<file path="config.mk">
export PLATFORM = sky130hd
export DESIGN_NAME = masked_sprite_blitter_unit
export DESIGN_NICKNAME = d
export VERILOG_FILES = /design/src/design/msb_pkg.sv /design/src/design/masked_sprite_blitter_unit.sv
export SDC_FILE = /design/constraint.sdc
export NUM_CORES = 1
export LEC_CHECK = 0
export ABC_AREA = 1
export BUFFER_PORTS_ARGS = -buffer_cell sky130_fd_sc_hd__buf_2
export CORE_UTILIZATION = 60
export CTS_CLUSTER_SIZE = 8
export DETAILED_ROUTE_END_ITERATION = 8
export PLACE_DENSITY = 0.87
export SETUP_SLACK_MARGIN = 0.4
export SLEW_MARGIN = 10
export SYNTH_ARGS = -nofsm -noshare
export SYNTH_HDL_FRONTEND = slang
export SYNTH_SLANG_ARGS = --single-unit
</file>
<file path="constraint.sdc">
create_clock -name clk -period 6.9 [get_ports clk]
set_input_delay 0.69 -clock clk [delete_from_list [all_inputs] [get_ports clk]]
set_output_delay 0.69 -clock clk [all_outputs]
set_load 0.005 [all_outputs]
</file>
<file path="src/design/msb_pkg.sv">
// ----------------------------------------------------------------------------
// Masked sprite blitter package
// Register indexes, reset values, field widths and mode bits shared by the
// blitter RTL.
// ----------------------------------------------------------------------------
package msb_pkg;

	// configuration register indexes
	typedef enum logic [2:0] {
		REG_CLIP_LEFT     = 3'd0,
		REG_CLIP_TOP      = 3'd1,
		REG_CLIP_RIGHT    = 3'd2,
		REG_CLIP_BOTTOM   = 3'd3,
		REG_SPRITE_WIDTH  = 3'd4,
		REG_SPRITE_HEIGHT = 3'd5,
		REG_DRAW_MODE     = 3'd6,
		REG_COLOR_BANK    = 3'd7
	} cfg_idx_t;

	localparam int CFG_DATA_W   = 13;
	localparam int CLIP_LO_W    = 12;
	localparam int CLIP_HI_W    = 13;
	localparam int SIDE_REG_W   = 11;
	localparam int MODE_W       = 3;
	localparam int BANK_W       = 8;
	localparam int PIXEL_W      = 8;
	localparam int ORIGIN_W     = 16;
	localparam int DEST_W       = 12;
	// origin, minus half a sprite, plus an offset: room for sides up to 4096
	localparam int COORD_W      = ORIGIN_W + 2;

	localparam int DEF_MAX_SPRITE_SIDE = 1024;

	localparam logic [CLIP_HI_W-1:0]  CLIP_HI_RESET = 13'd4096;
	localparam logic [SIDE_REG_W-1:0] SIDE_RESET    = 11'd1;

	// draw_mode bits
	localparam int MODE_CENTER = 0;
	localparam int MODE_COLOR  = 1;
	localparam int MODE_BLANK  = 2;

	// pixels below this index take the bank remap
	localparam logic [PIXEL_W-1:0] REMAP_LIMIT = 8'd16;

endpackage

</file>
<file path="src/design/masked_sprite_blitter_unit.sv">
// ----------------------------------------------------------------------------
// Masked sprite blitter
// Places raster-order sprite pixels at origin plus offset, with clipping,
// transparency masking, optional centring, bank remap and blanking.
// ----------------------------------------------------------------------------
// Usage:
//   Input channel (in_valid / in_stall) carries one sprite pixel per
//   transaction with the draw origin. Pixels come in raster order; internal
//   column and row counters give each its offset inside the sprite.
//   Output channel (out_valid / out_stall) carries one destination write per
//   transaction: dest_x, dest_y, value. Clipped pixels, and transparent (zero)
//   pixels unless blanking is on, give no output transaction but still advance the counters.
//   Configuration channel (cfg_valid / cfg_ready, cfg_index, cfg_data) is
//   always ready; write it only while no pixel is in flight.
//   Pipeline: an accepted pixel goes to the input register, then to the
//   result register, which drives out_valid. Throughput: one pixel per
//   cycle while the output is not stalled, set by the single
//   add-and-compare pass between those two registers.
//   A stall on the output holds the result register; the input register
//   then fills and in_stall rises, so nothing is lost or repeated.
//   Reset: counters at zero, clip window the whole 4096 x 4096 frame,
//   sprite 1 x 1, all modes off. No clearing pass; ready straight away.
// ----------------------------------------------------------------------------
module masked_sprite_blitter_unit #(
	parameter int MAX_SPRITE_SIDE = msb_pkg::DEF_MAX_SPRITE_SIDE
) (
	input  logic                                 clk,
	input  logic                                 arst_n,
	// configuration
	input  logic                                 cfg_valid,
	output logic                                 cfg_ready,
	input  msb_pkg::cfg_idx_t                    cfg_index,
	input  logic [msb_pkg::CFG_DATA_W-1:0]       cfg_data,
	// pixel input
	input  logic                                 in_valid,
	output logic                                 in_stall,
	input  logic [msb_pkg::PIXEL_W-1:0]          pixel,
	input  logic signed [msb_pkg::ORIGIN_W-1:0]  origin_x,
	input  logic signed [msb_pkg::ORIGIN_W-1:0]  origin_y,
	// destination writes
	output logic                                 out_valid,
	input  logic                                 out_stall,
	output logic [msb_pkg::DEST_W-1:0]           dest_x,
	output logic [msb_pkg::DEST_W-1:0]           dest_y,
	output logic [msb_pkg::PIXEL_W-1:0]          value
);
	import msb_pkg::*;

	// counter width, effective side width, and width for the saturation compare
	localparam int CW   = $clog2(MAX_SPRITE_SIDE);
	localparam int EW   = $clog2(MAX_SPRITE_SIDE + 1);
	localparam int CMPW = (EW > SIDE_REG_W) ? EW : SIDE_REG_W;

	// ---------------------------------------------------------------- config
	logic [CLIP_LO_W-1:0]  clip_left_q, clip_top_q;
	logic [CLIP_HI_W-1:0]  clip_right_q, clip_bottom_q;
	logic [SIDE_REG_W-1:0] sprite_width_q, sprite_height_q;
	logic [MODE_W-1:0]     draw_mode_q;
	logic [BANK_W-1:0]     color_bank_q;

	assign cfg_ready = 1'b1;

	always_ff @(posedge clk or negedge arst_n) begin
		if (!arst_n) begin
			clip_left_q     <= '0;
			clip_top_q      <= '0;
			clip_right_q    <= CLIP_HI_RESET;
			clip_bottom_q   <= CLIP_HI_RESET;
			sprite_width_q  <= SIDE_RESET;
			sprite_height_q <= SIDE_RESET;
			draw_mode_q     <= '0;
			color_bank_q    <= '0;
		end else if (cfg_valid && cfg_ready) begin
			unique case (cfg_index)
				REG_CLIP_LEFT:     clip_left_q     <= cfg_data[CLIP_LO_W-1:0];
				REG_CLIP_TOP:      clip_top_q      <= cfg_data[CLIP_LO_W-1:0];
				REG_CLIP_RIGHT:    clip_right_q    <= cfg_data[CLIP_HI_W-1:0];
				REG_CLIP_BOTTOM:   clip_bottom_q   <= cfg_data[CLIP_HI_W-1:0];
				REG_SPRITE_WIDTH:  sprite_width_q  <= cfg_data[SIDE_REG_W-1:0];
				REG_SPRITE_HEIGHT: sprite_height_q <= cfg_data[SIDE_REG_W-1:0];
				REG_DRAW_MODE:     draw_mode_q     <= cfg_data[MODE_W-1:0];
				REG_COLOR_BANK:    color_bank_q    <= cfg_data[BANK_W-1:0];
				default:           clip_left_q     <= clip_left_q;
			endcase
		end
	end

	// Effective sides: zero reads as one, anything past the maximum saturates.
	logic [EW-1:0] eff_w, eff_h;

	always_comb begin
		if (sprite_width_q == '0) begin
			eff_w = EW'(1);
		end else if (CMPW'(sprite_width_q) > CMPW'(MAX_SPRITE_SIDE)) begin
			eff_w = EW'(MAX_SPRITE_SIDE);
		end else begin
			eff_w = EW'(sprite_width_q);
		end
		if (sprite_height_q == '0) begin
			eff_h = EW'(1);
		end else if (CMPW'(sprite_height_q) > CMPW'(MAX_SPRITE_SIDE)) begin
			eff_h = EW'(MAX_SPRITE_SIDE);
		end else begin
			eff_h = EW'(sprite_height_q);
		end
	end

	// -------------------------------------------------------------- counters
	// Stepped on every accepted pixel; a counter left past a shrunken bound
	// is used once as is and then wraps.
	logic [CW-1:0] col_q, row_q;
	logic [EW:0]   col_inc, row_inc;
	logic          col_wrap, row_wrap;
	logic          in_acc;

	assign in_acc   = in_valid && !in_stall;
	assign col_inc  = (EW+1)'(col_q) + (EW+1)'(1);
	assign row_inc  = (EW+1)'(row_q) + (EW+1)'(1);
	assign col_wrap = col_inc >= (EW+1)'(eff_w);
	assign row_wrap = row_inc >= (EW+1)'(eff_h);

	always_ff @(posedge clk or negedge arst_n) begin
		if (!arst_n) begin
			col_q <= '0;
			row_q <= '0;
		end else if (in_acc) begin
			if (col_wrap) begin
				col_q <= '0;
				row_q <= row_wrap ? '0 : CW'(row_inc);
			end else begin
				col_q <= CW'(col_inc);
			end
		end
	end

	// ------------------------------------------------------- stage 1: input
	logic                vld_s1;
	logic [PIXEL_W-1:0]  pix_s1;
	logic [ORIGIN_W-1:0] ox_s1, oy_s1;
	logic [CW-1:0]       col_s1, row_s1;
	logic                s2_free;

	assign s2_free  = !out_valid || !out_stall;
	assign in_stall = vld_s1 && !s2_free;

	always_ff @(posedge clk or negedge arst_n) begin
		if (!arst_n) begin
			vld_s1 <= 1'b0;
		end else if (!in_stall) begin
			vld_s1 <= in_valid;
		end
	end

	always_ff @(posedge clk) begin
		if (in_acc) begin
			pix_s1 <= pixel;
			ox_s1  <= origin_x;
			oy_s1  <= origin_y;
			col_s1 <= col_q;
			row_s1 <= row_q;
		end
	end

	// ------------------------------------------------ placement and masking
	// Coordinates in modulo-2^COORD_W arithmetic; the top bit is the sign.
	logic [COORD_W-1:0] half_x, half_y, dx_c, dy_c;
	logic               x_in, y_in, emit_c;
	logic [PIXEL_W-1:0] val_c;

	always_comb begin
		half_x = draw_mode_q[MODE_CENTER] ? COORD_W'(eff_w >> 1) : '0;
		half_y = draw_mode_q[MODE_CENTER] ? COORD_W'(eff_h >> 1) : '0;
		dx_c = {{(COORD_W-ORIGIN_W){ox_s1[ORIGIN_W-1]}}, ox_s1}
			- half_x + COORD_W'(col_s1);
		dy_c = {{(COORD_W-ORIGIN_W){oy_s1[ORIGIN_W-1]}}, oy_s1}
			- half_y + COORD_W'(row_s1);

		// inside the frame and the clip window
		x_in = (dx_c[COORD_W-1:DEST_W] == '0)
			&& (dx_c[DEST_W-1:0] >= clip_left_q)
			&& (CLIP_HI_W'(dx_c[DEST_W-1:0]) < clip_right_q);
		y_in = (dy_c[COORD_W-1:DEST_W] == '0)
			&& (dy_c[DEST_W-1:0] >= clip_top_q)
			&& (CLIP_HI_W'(dy_c[DEST_W-1:0]) < clip_bottom_q);

		// transparency, blanking, bank remap
		val_c  = pix_s1;
		emit_c = 1'b1;
		if (pix_s1 == '0) begin
			emit_c = draw_mode_q[MODE_BLANK];
		end else if (draw_mode_q[MODE_COLOR] && (color_bank_q != '0)
			&& (pix_s1 < REMAP_LIMIT)) begin
			val_c = pix_s1 + {color_bank_q[3:0], 4'b0000};
		end
		emit_c = emit_c && x_in && y_in;
	end

	// ------------------------------------------------------ stage 2: result
	logic [DEST_W-1:0]  dx_s2, dy_s2;
	logic [PIXEL_W-1:0] val_s2;
	logic               vld_s2;

	always_ff @(posedge clk or negedge arst_n) begin
		if (!arst_n) begin
			vld_s2 <= 1'b0;
		end else if (s2_free) begin
			vld_s2 <= vld_s1 && emit_c;
		end
	end

	always_ff @(posedge clk) begin
		if (s2_free && vld_s1 && emit_c) begin
			dx_s2  <= dx_c[DEST_W-1:0];
			dy_s2  <= dy_c[DEST_W-1:0];
			val_s2 <= val_c;
		end
	end

	assign out_valid = vld_s2;
	assign dest_x    = dx_s2;
	assign dest_y    = dy_s2;
	assign value     = val_s2;

	// ------------------------------------------------------------ assertions
	a_cnt_range: assert property (@(posedge clk) disable iff (!arst_n)
		(CW+1)'(col_q) < (CW+1)'(MAX_SPRITE_SIDE)
		&& (CW+1)'(row_q) < (CW+1)'(MAX_SPRITE_SIDE))
		else $error("sprite counter beyond maximum side");

	a_col_step: assert property (@(posedge clk) disable iff (!arst_n)
		in_acc && !col_wrap |=> col_q == $past(col_q) + CW'(1))
		else $error("column counter failed to step");

	a_row_hold: assert property (@(posedge clk) disable iff (!arst_n)
		!(in_acc && col_wrap) |=> $stable(row_q))
		else $error("row counter moved without column wrap");

	a_s1_keep: assert property (@(posedge clk) disable iff (!arst_n)
		vld_s1 && !s2_free |=> vld_s1 && $stable(pix_s1) && $stable(col_s1))
		else $error("held input transaction lost");

	a_acc_fill: assert property (@(posedge clk) disable iff (!arst_n)
		in_acc |=> vld_s1)
		else $error("accepted transaction not registered");

endmodule
</file>
==> results.cfg, run 1 <==
[run_status]
outcome = completed

[critical_path]
rrSetupSlack_ps = 1130
reg2regPathDepth = 27
cp-end-kind = flop
path_max_fanout = 20
worstPathArrival_ps = 5890
regToRegEndpoint = dest_x[0]$_DFFE_PP_
critPathRequiredTime_ps = 7020
path_class = reg -> reg
rr_startpoint = sprite_height_q[4]$_DFFE_PN0P_
startpoint_type = flop

[clock_tree]
ctsLongestPathBuffers = 2
clkSinkCount = 197
postCtsSetupRepairBufs = 0
clkLatencyLatePin_ps = 450
numCtsBuffers = 17
cts.clk_slew.worst_paths_ps = 80
h-tree-depth = 4
cts_tree = yes
cts-hold-fix-buffers = 0
cts_resized = 0
cts-root-buf = clkbuf_16

[placed_design]
dp.cells = 1698
placed_area_um2 = 12500
portBuffers = 94
place_congestion = 0.958
hpwl_um = 20600

[sta]
fin_crit_ps = 5770
fin_setup_tns_ps = 0
worst_pin_slew_ps = 950
drv_slew = 0
hold_violations = 0
rsz0062_at_grt = no
finalSetupViolCount = 0
finalCritPeriodShare_pct = 83.7
max_freq_ghz = 0.173
clock_skew_ps = 16.2
max-slew-margin-rel_pct = 36.7
hold_ws_ps = 170

[cells_and_area]
fin_cells = 1730
antenna_cells = 0
final_cell_area_um2 = 13000
area_delta_synth_final_pct = 11.2
fin_nets = 1646
drive_gt1_share_pct = 10.8

[logic_synthesis]
syn_inst = 1359
ys.flop_type = dfrtp_1
ys_seq_area_share_pct = 46.0
syn_nets = 1548
async_flop_share_pct = 53.3
postSynthAreaPerCell_um2 = 8.64
ys_seq_elements = 197
synth.distinct_cells = 42
netlist_area_um2 = 11700
synth_edf_count = 92
ys.warnings.count = 0

[die]
rows = 50
die_area_um2 = 20100
die_x_um = 142
start_util_pct = 61.9
pin_count = 96
die_y_um = 142
core_area_um2 = 19000

[power_and_ir_drop]
leakagePower_nw = 6.60
power.total_mw = 4.74
max-vdd-ir-drop_mv = 0.176
powerDensity_nw_per_um2 = 363

[global_route]
grtUsageTotal_pct = 28.6
grt_pass1_wl_um = 44100
grt_pass1_vias = 9286
antenna_found_initial = 1
grt_max_degree = 76
overflow = 0

[route]
drc = 0
vias = 9392
viasPerCell = 5.43
drt-total-wl_um = 27100
drtIter0Drc = 855
postRouteAntennaNets = 0
firstDrtPassIters = 6
routedWlPerCell_um = 15.7

[run]
drv_cap = 0

[min_path]
hold_path_class = in -> async
-- through the flow --
stage	utilization (%)	setup WS, ps
final	68.8	1130
after global routing	68.8	678
after CTS	68.8	1240
after detailed placement	65.9	1320
after global placement	65.9	1610
after floorplan	-	1510
-- cell usage after synthesis (all sizes together), types with 4 or more instances --
library cell    n  area share, %
nand3          47            2.1
nor2           93            3.0
clkbuf         14           0.45
dfrtp         101             22
nand4          22            1.2
nand2         322             10
o21ai         118            5.1
nor3           11           0.68
xor2           27            2.0
inv           276            8.8
a211oi          4           0.26
dfstp           4           0.90
ha            107             11
buf             4           0.25
a21oi          61            2.6
nor4            5           0.27
edfxtp         92             24
xnor2           8           0.60
fa             21            3.6
a31oi           6           0.32
-- report_power, final --
group          total, mW  switching (mW)  internal (mW)
Combinational       2.19            1.39          0.794
Clock              0.964           0.454          0.510
Sequential          1.59           0.127           1.46
-- layer usage --
layer,routed length (um),track usage [%],up-vias,share of wire (%)
met5,8,0,-,0.030
met3,1990,6.65,86,7.4
met4,1120,14.4,2,4.1
met1,11400,36.3,4367,42
met2,12600,45.9,384,46
li1,-,-,4553,-
-- area by class of cell --
cell class / instances / area, um2
Clock buffer: 18 / 439
Clock inverter: 14 / 125
Fill cell: 1407 / 5910
Inverter: 276 / 1040
Multi-Input combinational cell: 868 / 5230
Sequential cell: 197 / 5400
Tap cell: 260 / 325
Timing Repair Buffer: 97 / 495
-- cells in the final DEF, fill, tap and decap left out, drive strengths merged --
master and count:
o21bai 3, ha 107, and3 3, a211oi 4
o211ai 1, a21o 1, bufinv 1, nor4 5
clkinvlp 4, nand3b 2, dfstp 4, a21oi 61
clkbuf 18, nand2 322, dfrtp 101, nor3 11
clkinv 5, edfxtp 92, conb 1, inv 280
buf 97, nor3b 1, and2 1, fa 21
o31ai 1, nand3 47, nor2 93, or2 2
o21ai 118, xnor2 8, a31oi 6, xor2 27
nand4 22
-- cells by family after synthesis --
kind of cell	after synthesis	synth area share, %
AND/OR/NAND/NOR	509	18.2
buffers and inverters	294	9.52
flip-flops	197	46.0
AO/OA/AOI/OAI	195	8.66
adder cells (fa/ha/maj)	128	15.0
XOR/XNOR	35	2.61
other	1	0.0319
-- how the worst max path moves through the flow --
| stage | depth (start not counted) | startpoint | to | slack, ps |
|---|---|---|---|---|
| CTS | 27 | sprite_height_q[4]$_DFFE_PN0P_ | dest_x[6]$_DFFE_PP_ | 1240 |
| global placement | 24 | sprite_width_q[3]$_DFFE_PN0P_ | value[4]$_DFFE_PP_ | 1610 |
| finish | 27 | sprite_height_q[4]$_DFFE_PN0P_ | dest_x[0]$_DFFE_PP_ | 1130 |
| global route | 27 | sprite_height_q[4]$_DFFE_PN0P_ | dest_x[0]$_DFFE_PP_ | 680 |
| floorplan | 23 | sprite_width_q[3]$_DFFE_PN0P_ | dest_x[0]$_DFFE_PP_ | 1510 |
| detailed placement | 27 | sprite_height_q[4]$_DFFE_PN0P_ | value[3]$_DFFE_PP_ | 1320 |
-- flip-flops by register name (all words and copies together), names as in the netlist --
signal and cells:
draw_mode_q 3, row_s1 10, clip_top_q 12, clip_left_q 12, sprite_width_q 11, col_q 10, vld_s1 1, row_q 10
color_bank_q 8, oy_s1 16, pix_s1 8, ox_s1 16, dest_x 12, clip_bottom_q 13, sprite_height_q 11, dest_y 12
clip_right_q 13, value 8, col_s1 10, out_valid 1
-- worst max-delay path, stage by stage, from the launching register on --
cell     delay [ps]
dfrtp_1         410
nor4_1          340
nand2_1         120
inv_1            90
a21oi_1          80
inv_1           210
nand2_1         120
nor2_1          160
fa_1            430
inv_1            70
ha_1            280
a21oi_1         250
nor2_1           60
nor2_1          110
nand2_1         130
a21oi_1         180
xnor2_1         270
ha_1            360
nand3_1         100
nand4_1          80
nor2_1          120
nand3_1          90
nor2_2          110
nand2_1          60
nor2_1           80
nand4_1         170
nor3_4          550
buf_4           410
Note: power is estimated with default switching activity, not from simulation.
==> run 2: changes to the inputs <==
==> constraint.sdc (replaced) <==
create_clock -name clk -period 5.47 [get_ports clk]
set_input_delay 0.547 -clock clk [delete_from_list [all_inputs] [get_ports clk]]
set_output_delay 0.547 -clock clk [all_outputs]
set_load 0.005 [all_outputs]
==> run 2 against run 1 <==
Compared with the run above:
- final area up 5.5%
- final cell count up 0.98%
- setup slack worse by 740 ps
- critical path depth unchanged
- critical path type unchanged
- highest routed layer is now met4
==> results.cfg, run 2 (synthesis gave the netlist of run 1 again) <==
[run_status]
outcome = completed

[sta]
setup_ws_ps = 388
worst_pin_slew_ps = 1080
drv_slew = 0
fin_setup_tns_ps = 0
rsz0062_at_grt = yes
fin_crit_ps = 5080
clock_skew_ps = 10.4
max_freq_ghz = 0.197
finalCritPeriodShare_pct = 92.9
max-slew-margin-rel_pct = 27.8
hold_violations = 0
finalSetupViolCount = 0

[die]
pin_count = 96
die_x_um = 142
die_y_um = 142
start_util_pct = 61.9
core_area_um2 = 19000
rows = 50
die_area_um2 = 20100

[critical_path]
crit_top_cell = nand2_1
worstPathArrival_ps = 5240
regToRegEndpoint = dest_x[9]$_DFFE_PP_
startpoint_type = flop
rrSetupSlack_ps = 390
path_max_fanout = 8
cp-end-kind = flop
slowest_stage = dfrtp_1
critPathRequiredTime_ps = 5630
reg2regPathDepth = 27
max_stage_delay_ps = 450
path_class = reg -> reg
rr_startpoint = sprite_width_q[2]$_DFFE_PN0P_

[run]
drv_cap = 0

[placed_design]
hpwl_um = 20300
placed_area_um2 = 12500
portBuffers = 94
pre_cts_slack_ps = 311
place_congestion = 0.955
dp.cells = 1699

[global_route]
antenna_found_initial = 0
overflow = 0
grtUsageTotal_pct = 27.9
grt_pass1_vias = 8715
grt_max_degree = 59
grt_pass1_wl_um = 42900

[cells_and_area]
multiInputGateArea_um2 = 5710
top_regs = ox_s1 (16), oy_s1 (16)
antenna_cells = 0
final_cell_area_um2 = 13800
final_cell_mix = nand2_1 (296), inv_1 (260), o21ai_0 (114)
fin_cells = 1747
final-seq-area_um2 = 5400
num-fill-cells = 1196
area_delta_synth_final_pct = 17.3
drive_gt1_share_pct = 17.3
layout_commonest_cell = nand2_1
fin_nets = 1663

[route]
viasPerCell = 5.73
vias = 10019
drt-total-wl_um = 31200
routedWlPerCell_um = 17.8
drtIter0Drc = 1141
firstDrtPassIters = 7
postRouteAntennaNets = 0
drc = 0

[power_and_ir_drop]
leakagePower_nw = 6.81
powerDensity_nw_per_um2 = 477
max-vdd-ir-drop_mv = 0.256

[clock_tree]
clkLatencyLatePin_ps = 450
cts-root-buf = clkbuf_16
cts_tree = yes
clkSinkCount = 197
cts-hold-fix-buffers = 0
cts.clk_slew.worst_paths_ps = 70
ctsLongestPathBuffers = 2
h-tree-depth = 4
numCtsBuffers = 17

[min_path]
hold_path_class = in -> async
run 2: timing repair:
item | CTS | global route
pin swaps | 1 | 27
setup endpoints to repair | 32 | 33
cloned | 0 | 3
setup buffers | 0 | 13
resized for setup | 4 | 105
run 2: cell type report:
cell class / count / share of cell area, %
Clock buffer: 21 / 3.35
Sequential cell: 197 / 39.2
Inverter: 276 / 7.57
Tap cell: 260 / 2.36
Timing Repair Buffer: 114 / 4.99
Clock inverter: 11 / 1.04
Multi-Input combinational cell: 868 / 41.5
run 2: stage by stage:
step,total power [mW],utilization (%),hold WS (ps)
2_1_floorplan,3.98,-,251
3_3_place_gp,4.58,65.9,429
3_5_place_dp,4.71,65.9,437
4_1_cts,6.04,69.2,152
5_1_grt,6.98,72.6,173
6_report,6.56,72.6,124
run 2: worst max-delay path, delay by kind of cell, from the launching register on:
family	cells	cell delay, ps
buffers and inverters	3	410
AOI/OAI and AO/OA	3	520
xor gates and xnor gates	1	190
DFF	1	450
adders and majority gates	3	920
and+or+nand+nor	17	2290
run 2: power by group:
group / switching, mW / leakage [nW] / internal, mW
Sequential: 0.180 / 2.21 / 1.84
Combinational: 2.00 / 4.30 / 1.21
Clock: 0.576 / 0.301 / 0.749
Total: 2.76 / 6.81 / 3.80
run 2: worst max-delay path by stage:
stage	start	end	slack, ps	cells past startpoint
floorplan	sprite_width_q[3]$_DFFE_PN0P_	dest_x[0]$_DFFE_PP_	520	23
global placement	sprite_width_q[3]$_DFFE_PN0P_	value[4]$_DFFE_PP_	530	24
detailed placement	sprite_height_q[1]$_DFFE_PN0P_	dest_x[0]$_DFFE_PP_	310	27
CTS	sprite_width_q[3]$_DFFE_PN0P_	value[6]$_DFFE_PP_	410	24
global route	sprite_width_q[2]$_DFFE_PN0P_	dest_x[9]$_DFFE_PP_	180	26
finish	sprite_width_q[2]$_DFFE_PN0P_	dest_x[9]$_DFFE_PP_	390	27
run 2: layer usage:
metal | track usage (%) | vias up | routed length (um)
met5 | 0 | - | 0
met4 | 11.8 | 0 | 1410
met3 | 5.23 | 134 | 2450
met2 | 44.7 | 577 | 14900
met1 | 37.2 | 4723 | 12400
li1 | - | 4585 | -
==> run 3: changes to the inputs <==
--- a/config.mk
+++ b/config.mk
@@ -7,6 +7,7 @@
 export LEC_CHECK = 0
 export ABC_AREA = 1
 export BUFFER_PORTS_ARGS = -buffer_cell sky130_fd_sc_hd__buf_2
+export CORE_MARGIN = 4
 export CORE_UTILIZATION = 60
 export CTS_CLUSTER_SIZE = 8
 export DETAILED_ROUTE_END_ITERATION = 8
==> run 3 against run 2 <==
Compared with the run above:
- setup slack worse by 34 ps
- clock skew fell by 3.1 ps
- power increased by 0.73%
- first-iteration DRC count grew 14%
- critical endpoint is now dest_x[10]$_DFFE_PP_
- register-to-register slack lost 30 ps
- final area decreased by 0.28%
- largest power group unchanged
- final cell count grew 0.23%
- largest cell class unchanged
- non-clock buffer count is 4 higher
==> results.cfg, run 3 (synthesis gave the netlist of run 1 again) <==
[global_route]
grt_max_degree = 71
overflow = 0
antenna_found_initial = 1
grt_use_met3_pct = 4.41
grt_pass1_wl_um = 45600
grtUsageMet2_pct = 42.1
use_met1_pct = 35.4
busiest_layer = met2
grt_pass1_vias = 9423
grtUsageTotal_pct = 26.2

[power_and_ir_drop]
p_int_mw = 3.84
power_frac_seq_pct = 30.6
p_sw_mw = 2.76
powerDensity_nw_per_um2 = 481
p_clk_share_pct = 20.6
combPwrFrac_pct = 48.8
leakagePower_nw = 6.81
max-vdd-ir-drop_mv = 0.242
swShare_pct = 41.8

[critical_path]
startpoint_type = flop
max_stage_delay_ps = 420
slowest_stage = dfrtp_1
rr_startpoint = sprite_width_q[2]$_DFFE_PN0P_
cp-startpoint = sprite_width_q[2]$_DFFE_PN0P_
cp-end-kind = flop
crit_buf_inv = 5
path_max_fanout = 10
path_delay_family = simple AND/OR/NAND/NOR gates
critPathRequiredTime_ps = 5630
cp_cell_sequence = nor4_2 > nor3b_2 > nand3_2 > nand2_4 > nand2_2 > nor2_2 > ha_1 > inv_2 > ha_4 > inv_1 > fa_2 > inv_2 > nand3_1 > nand3_1 > a31oi_1 > xnor2_1 > ha_1 > a21oi_1 > o21ai_0 > o21bai_1 > nand4_1 > nor3_4 > buf_12 > clkbuf_16
worstPathArrival_ps = 5270
path_class = reg -> reg

[cells_and_area]
final_cell_mix = nand2_1 (297), inv_1 (263), o21ai_0 (114)
top_regs = ox_s1 (16), oy_s1 (16)
area_delta_synth_final_pct = 16.9
final_cell_area_um2 = 13700
fin_cells = 1751
num-fill-cells = 1248
layout_commonest_cell = nand2_1
antenna_cells = 0
drive_gt1_share_pct = 16.8
fin_nets = 1667

[sta]
finalSetupViolCount = 0
hold_violations = 0
setup_ws_ps = 354
drv_slew = 0
clock_skew_ps = 7.32
fin_setup_tns_ps = 0
fin_crit_ps = 5120
max-slew-margin-rel_pct = 33.3
finalCritPeriodShare_pct = 93.5
rsz0062_at_grt = no
worst_pin_slew_ps = 995
max_freq_ghz = 0.195

[die]
pin_count = 96
die_y_um = 148
core_area_um2 = 19000
die_x_um = 148
die_area_um2 = 21900
start_util_pct = 61.9
rows = 50

[clock_tree]
cts-hold-fix-buffers = 0
cts.clk_slew.worst_paths_ps = 70
h-tree-depth = 4
cts-root-buf = clkbuf_16
numCtsBuffers = 17
ctsLongestPathBuffers = 2
clkLatencyLatePin_ps = 440
clkSinkCount = 197
cts_tree = yes

[route]
drc = 0
firstDrtPassIters = 7
vias = 10167
viasPerCell = 5.81
drt-total-wl_um = 31800
routedWlPerCell_um = 18.2
postRouteAntennaNets = 0
drtIter0Drc = 1297

[placed_design]
portBuffers = 94
dp.cells = 1699
pre_cts_slack_ps = 470
placed_area_um2 = 12500
place_congestion = 0.935
hpwl_um = 20800

[min_path]
hold_path_class = in -> async

[run]
drv_cap = 0

[run_status]
outcome = completed
-- run 3: worst reg2reg max path, cell delays in order (launching register included) --
cell,delay (ps)
dfrtp_1,420
nor4_2,250
nor3b_2,210
nand3_2,130
nand2_4,170
nand2_2,100
nor2_2,130
ha_1,250
inv_2,80
ha_4,140
inv_1,60
fa_2,410
inv_2,70
nand3_1,60
nand3_1,130
a31oi_1,110
xnor2_1,390
ha_1,370
a21oi_1,200
o21ai_0,150
o21bai_1,190
nand4_1,220
nor3_4,270
buf_12,150
clkbuf_16,160
-- run 3: metrics by stage --
stage | util, % | power [mW] | hold WS (ps)
2_1_floorplan | - | 3.98 | 251
3_3_place_gp | 65.9 | 4.56 | 430
3_5_place_dp | 65.9 | 4.70 | 432
4_1_cts | 69.3 | 6.08 | 271
5_1_grt | 72.4 | 7.06 | 264
6_report | 72.4 | 6.61 | 237
-- run 3: path summary, 6_finish.rpt --
| path | endpoint | slack [ps] | cells after the start |
|---|---|---|---|
| worst min register to register | value[2]$_DFFE_PP_ | 450 | 0 |
| worst max-delay path | dest_x[10]$_DFFE_PP_ | 350 | 24 |
| worst min-delay path | clip_top_q[8]$_DFFE_PN0P_ | 240 | 1 |
| max in group asynchronous | sprite_height_q[7]$_DFFE_PN0P_ | 4150 | 2 |
| min in group clk | ox_s1[10]$_DFFE_PP_ | 270 | 1 |
| worst max register to register | dest_x[10]$_DFFE_PP_ | 350 | 24 |
-- run 3: final cells by class --
cell class	count	area [um2]	area share, %
inverter	276	1040	7.61
timing repair buffer	118	699	5.09
multi-input combinational	868	5630	41.0
sequential	197	5400	39.3
tap	260	325	2.37
clock buffer	21	460	3.35
clock inverter	11	173	1.26
-- run 3: routing by layer --
metal  up-vias  part of all wire (%)
li1       4585                     -
met1      4808                    39
met2       617                    48
met3       157                   8.4
met4         0                   5.3
met5         -                     0
-- run 3: what timing repair did --
item | 4_1_cts | 5_1_grt
buffers inserted | 0 | 18
resized for setup | 3 | 95
cloned | 0 | 2
setup endpoints to repair | 32 | 32
pin swaps | 0 | 30
-- run 3: power by group through the flow --
stage                     logic (mW)  registers, mW  clock network (mW)
after floorplan                 2.01           1.97                   0
after global placement          2.55           2.01                   0
after detailed placement        2.68           2.02                   0
after CTS                       2.73           2.00                1.35
after global routing            3.59           2.04                1.43
final                           3.22           2.02                1.36
